`config.mk`:
```
export PLATFORM = sky130hd
export DESIGN_NAME = rsie_front
export DESIGN_NICKNAME = d
export VERILOG_FILES = /design/src/hdl/rsie_pkg.sv /design/src/hdl/rsie_front.sv
export SDC_FILE = /design/constraint.sdc
export NUM_CORES = 1
export LEC_CHECK = 0
export BUFFER_PORTS_ARGS = -buffer_cell sky130_fd_sc_hd__clkbuf_2
export CORE_MARGIN = 2
export CORE_UTILIZATION = 50
export CTS_BUF_LIST = sky130_fd_sc_hd__clkbuf_8 sky130_fd_sc_hd__clkbuf_16
export CTS_CLUSTER_SIZE = 12
export DETAILED_ROUTE_END_ITERATION = 7
export HOLD_SLACK_MARGIN = 0.02
export PLACE_DENSITY = 0.79
export SLEW_MARGIN = 20
export SYNTH_ARGS = -nofsm -noshare
export SYNTH_HDL_FRONTEND = slang
export SYNTH_SLANG_ARGS = --single-unit
```
`constraint.sdc`:
```
create_clock -name aclk -period 3.6 [get_ports aclk]
set_input_delay 0.36 -clock aclk [delete_from_list [all_inputs] [get_ports aclk]]
set_output_delay 0.36 -clock aclk [all_outputs]
set_load 0.02 [all_outputs]
```
`src/hdl/rsie_pkg.sv`:
```
// Shared types, constants and helpers of the RISC subset execute unit.
// No dependencies; every other file of the block imports this package.
`timescale 1ns / 1ps
`default_nettype none

package rsie_pkg;

    // Words of data store behind each base register (power of two).
    localparam int WORDS_PER_BASE = 1024;
    localparam int IDX_W          = $clog2(WORDS_PER_BASE);
    localparam int ADDR_W         = IDX_W + 4;
    localparam int STORE_DEPTH    = 16 * WORDS_PER_BASE;
    localparam int QDEPTH         = 2;
    localparam int QCNT_W         = $clog2(QDEPTH + 1);

    localparam logic [1:0] FMT_DATA   = 2'd0;
    localparam logic [1:0] FMT_MEM    = 2'd1;
    localparam logic [1:0] FMT_BRANCH = 2'd2;
    localparam logic [1:0] FMT_HALT   = 2'd3;

    localparam logic [3:0] OP_AND  = 4'd0;
    localparam logic [3:0] OP_XOR  = 4'd1;
    localparam logic [3:0] OP_SUB  = 4'd2;
    localparam logic [3:0] OP_RSB  = 4'd3;
    localparam logic [3:0] OP_ADD  = 4'd4;
    localparam logic [3:0] OP_ADC  = 4'd5;
    localparam logic [3:0] OP_SBC  = 4'd6;
    localparam logic [3:0] OP_RSC  = 4'd7;
    localparam logic [3:0] OP_CMP  = 4'd10;
    localparam logic [3:0] OP_ORR  = 4'd12;
    localparam logic [3:0] OP_MOV  = 4'd13;
    localparam logic [3:0] OP_BIC  = 4'd14;
    localparam logic [3:0] OP_MVN  = 4'd15;

    localparam logic [5:0] MEM_LDR = 6'd25;
    localparam logic [5:0] MEM_STR = 6'd24;
    localparam logic [1:0] BR_CODE = 2'd2;

    localparam logic [3:0] COND_EQ = 4'd0;
    localparam logic [3:0] COND_NE = 4'd1;
    localparam logic [3:0] COND_GE = 4'd10;
    localparam logic [3:0] COND_LT = 4'd11;
    localparam logic [3:0] COND_GT = 4'd12;
    localparam logic [3:0] COND_LE = 4'd13;
    localparam logic [3:0] COND_AL = 4'd14;

    localparam logic [3:0] PC_INDEX = 4'd15;

    typedef enum logic [2:0] {
        KIND_ALU,
        KIND_CMP,
        KIND_LDR,
        KIND_STR,
        KIND_NOP,
        KIND_BR,
        KIND_HALT
    } kind_t;

    // Decoded instruction handed from the front end to the back end.
    typedef struct packed {
        kind_t            kind;
        logic [3:0]       alu_op;
        logic             use_imm;
        logic [3:0]       cond;
        logic [3:0]       rn;
        logic [3:0]       rb;
        logic [3:0]       rd;
        logic [7:0]       imm8;
        logic [IDX_W-1:0] idx;
        logic [23:0]      br_off;
    } uop_t;

    // Word index offset/4 wrapped to WORDS_PER_BASE words.
    function automatic logic [IDX_W-1:0] mem_index(input logic [9:0] q);
        logic [IDX_W+9:0] ext;
        ext = {{IDX_W{1'b0}}, q};
        return ext[IDX_W-1:0];
    endfunction

endpackage

`default_nettype wire

```
`src/hdl/rsie_front.sv`:
```
// Front end: decodes instruction words and buffers them in a short queue.
// Depends on rsie_pkg.
`timescale 1ns / 1ps
`default_nettype none

module rsie_front (
    input  wire logic          aclk,
    input  wire logic          aresetn,
    input  wire logic          hold,
    input  wire logic          s_valid,
    output logic               s_ready,
    input  wire logic [31:0]   s_instr_word,
    output logic               deq_valid,
    output rsie_pkg::uop_t     deq_uop,
    input  wire logic          deq_ready
);
    import rsie_pkg::*;

    uop_t              dec;
    uop_t              slot_reg [QDEPTH];
    logic              wr_ptr_reg;
    logic              rd_ptr_reg;
    logic [QCNT_W-1:0] count_reg;
    logic              push;
    logic              pop;

    always_comb begin
        dec         = '0;
        dec.alu_op  = s_instr_word[24:21];
        dec.use_imm = s_instr_word[25];
        dec.cond    = s_instr_word[31:28];
        dec.rn      = s_instr_word[19:16];
        dec.rd      = s_instr_word[15:12];
        dec.imm8    = s_instr_word[7:0];
        dec.idx     = mem_index(s_instr_word[11:2]);
        dec.br_off  = s_instr_word[23:0];
        dec.kind    = KIND_NOP;
        dec.rb      = s_instr_word[3:0];
        case (s_instr_word[27:26])
            FMT_DATA: begin
                dec.kind = (s_instr_word[24:21] == OP_CMP) ? KIND_CMP : KIND_ALU;
            end
            FMT_MEM: begin
                // A store reads the source register on the second port.
                dec.rb = s_instr_word[15:12];
                if (s_instr_word[25:20] == MEM_LDR) begin
                    dec.kind = KIND_LDR;
                end else if (s_instr_word[25:20] == MEM_STR) begin
                    dec.kind = KIND_STR;
                end
            end
            FMT_BRANCH: begin
                if (s_instr_word[25:24] == BR_CODE) begin
                    dec.kind = KIND_BR;
                end
            end
            default: begin
                dec.kind = KIND_HALT;
            end
        endcase
    end

    assign s_ready   = !hold && (count_reg != QCNT_W'(QDEPTH));
    assign push      = s_valid && s_ready;
    assign deq_valid = (count_reg != '0);
    assign pop       = deq_valid && deq_ready;
    assign deq_uop   = slot_reg[rd_ptr_reg];

    always_ff @(posedge aclk) begin
        if (!aresetn) begin
            wr_ptr_reg <= 1'b0;
            rd_ptr_reg <= 1'b0;
            count_reg  <= '0;
        end else begin
            if (push) begin
                wr_ptr_reg <= !wr_ptr_reg;
            end
            if (pop) begin
                rd_ptr_reg <= !rd_ptr_reg;
            end
            if (push && !pop) begin
                count_reg <= count_reg + 1'b1;
            end else if (pop && !push) begin
                count_reg <= count_reg - 1'b1;
            end
        end
    end

    always_ff @(posedge aclk) begin
        if (push) begin
            slot_reg[wr_ptr_reg] <= dec;
        end
    end

endmodule

`default_nettype wire

```
==> flow_summary.toml <==
[sta]
skew_ns = 0.00415
hold_viol = 0
slew_headroom = 0.409
whs_ns = 0.211
setup_tns_ns = 0
rsz0062_at_grt = "no"
tightestPinTransition_ns = 0.887
setup_viol_count_final = 0
maxSlewViolCount = 0
finalCritPeriodShare = 0.624
min_period_ns = 2.25
fmax_mhz = 445
fin_ws_ns = 1.35

[routing]
drt_wl_total_um = 5280
drt_iter0_drc = 119
first_pass_iters = 4
wire_per_inst_um = 15.1
postRouteAntennaNets = 0
vias = 1759
drc = 0
vias_per_cell = 5.03

[power_and_ir_drop]
p_int_w = 0.00177
power_leakage_nw = 1.50
net-switching-power_w = 0.000892
power_w = 0.00266
pwr-share-comb = 0.322
max-vdd-ir-drop_mv = 0.463
clockPowerShare = 0.231
p_seq_frac = 0.448
sw_frac_of_total = 0.336
power_density_mw_per_mm2 = 691

[synth]
async_reset_ff_frac = 0
synth_area_per_cell_um2 = 17.6
netlist_area_mm2 = 0.00325
yosys_most_used_dff = "edfxtp_1"
yosys-top-cells-count = "edfxtp_1 (74), mux2_2 (41), buf_4 (32)"
yosysMostFrequentCell = "edfxtp_1"
synth_top_area_share = 0.684
netlist_top_cells_area = "edfxtp_1 (68%), mux2_2 (14%), buf_4 (7.4%)"
ys_ff_latch = 79
synth_nets = 223
yosysWarnings = 0
seq_area_frac_synth = 0.715
ys_types = 28
synth_edf_count = 74
synthCells = 185
synth_top_area_cell = "edfxtp_1"

[clocking]
cts_sinks = 79
ctsHoldBuffers = 0
cts.clk_slew.worst_paths_ns = 0.07
clock_latency_ns = 0.34
cts_tree = "built"
root_buffer = "clkbuf_8"
htreeDepth = 3
cts_resized = 0
cts_buffers = 9
max-clock-path-buffers = 2
post_cts_buffers = 0

[floorplan]
core_area_mm2 = 0.00631
die_width_um = 84.6
pin_count = 105
dieArea_mm2 = 0.00716
fp.dieH_um = 84.6
rows = 29
start_util = 0.514

[setup_path]
cp_max_fo = 37
timing.rr.end = "slot_reg[1][39]$_DFFE_PP_"
rr_worst_depth = 3
r2r_start = "count_reg[0]$_SDFFE_PN0P_"
start_kind = "register"
reg2reg_slack_ns = 1.58
critPathKind = "reg -> out"
endpoint_kind = "output pin"
cp.required_ns = 3.24
arrival_ns = 1.89

[global_route]
overflow = 0
antenna_found_initial = 0
grt_max_degree = 38
grt_pass1_wl_um = 8120
first_global_vias = 1661
gr-usage-all-layers = 0.150
top_usage_layer = "met2"
met3_usage = 0.0442
use_met1 = 0.198
met2_usage = 0.233

[cells_and_area]
n_fill_cell = 516
largest_register_ffs = 74
syn2layout_area_growth_pct = 18.4
drive_gt1_frac = 0.612
layout.nets = 306
antenna_cells = 0

[hold_path]
hp-start = "s_instr_word[10]"
hold_class = "in -> reg"
worstHoldPathCells = 1
hold_end = "slot_reg[0][32]$_DFFE_PP_"

[status]
run_status = "finished, final reports clean"

[place]
dpl.hpwl_um = 3550
place_worst_setup_slack_ns = 1.40
place.port_buffers = 104
gpl.final_weighted_congestion = 0.775

[flow_run]
cap_violations = 0
[per-stage QoR]
| stage | utilization | cells | cell area [um^2] |
|---|---|---|---|
| 2_1_floorplan | - | 185 | 3250 |
| 3_3_place_gp | 0.575 | 333 | 3630 |
| 3_5_place_dp | 0.575 | 333 | 3630 |
| 4_1_cts | 0.605 | 349 | 3820 |
| 5_1_grt | 0.609 | 350 | 3840 |
| 6_report | 0.609 | 350 | 3840 |
[worst max-delay path: stages, from the launching register on]
cell      delay (ns)
dfxtp_2         0.90
mux2_2          0.45
clkbuf_2        0.17
[layout by cell type, fill, tap and decap left out, types with 2 or more instances in the layout]
| master | netlist | final |
|---|---|---|
| clkbuf_2 | 0 | 104 |
| edfxtp_1 | 74 | 74 |
| mux2_2 | 41 | 41 |
| clkbuf_8 | 0 | 9 |
| dfxtp_1 | 5 | 4 |
| and2_1 | 4 | 3 |
| clkinv_2 | 0 | 3 |
| nor2b_1 | 3 | 2 |
| nand2_1 | 2 | 2 |
| a21oi_1 | 2 | 2 |
| nor2_1 | 2 | 2 |
| xnor2_1 | 2 | 2 |
| clkinvlp_4 | 0 | 2 |
[area by class of cell]
cell class,instances,area (um^2),area share
sequential,79,2320,0.604
multi-input combinational,72,686,0.178
timing repair buffer,105,548,0.143
clock buffer,9,124,0.0322
tap,77,96.3,0.0251
clock inverter,7,63.8,0.0166
inverter,1,3.75,0.000976
[worst max-delay path by stage]
stage	startpoint	to	slack, ns	cells after the start
after CTS	register	deq_uop[3]	1.28	2
after floorplan	count_reg[0]$_SDFFE_PN0P_	slot_reg[0][20]$_DFFE_PP_	0.73	3
final	register	deq_uop[3]	1.35	2
after detailed placement	count_reg[0]$_SDFFE_PN0P_	slot_reg[0][39]$_DFFE_PP_	1.40	3
after global routing	register	deq_uop[3]	1.23	2
after global placement	hold	slot_reg[0][56]$_DFFE_PP_	1.47	3
[layer usage]
layer / vias to the layer above / part of all wire / routed length (um)
met5: - / 0 / 0
li1: 827 / - / -
met2: 63 / 0.50 / 2650
met3: 6 / 0.064 / 340
met1: 863 / 0.42 / 2230
met4: 0 / 0.012 / 65
[cell families (layout without fill, tap and decap cells)]
logic type | after synthesis | count (layout) | share of synthesized area
DFF | 79 | 79 | 0.715
muxes | 42 | 42 | 0.145
buffers and inverters | 34 | 122 | 0.0767
and+or+nand+nor | 19 | 19 | 0.0378
AOI/OAI and AO/OA | 7 | 7 | 0.0135
xor gates and xnor gates | 3 | 3 | 0.00809
adders and majority gates | 1 | 1 | 0.00385
[power by group through the flow]
stage	combinational, W	sequential, W	clock [W]
floorplan	0.000769	0.00114	0
global placement	0.000843	0.00121	0
detailed placement	0.000850	0.00122	0
CTS	0.000855	0.00120	0.000631
global route	0.000912	0.00121	0.000674
finish	0.000855	0.00119	0.000613
No activity file was read; power rests on OpenSTA's default activity.
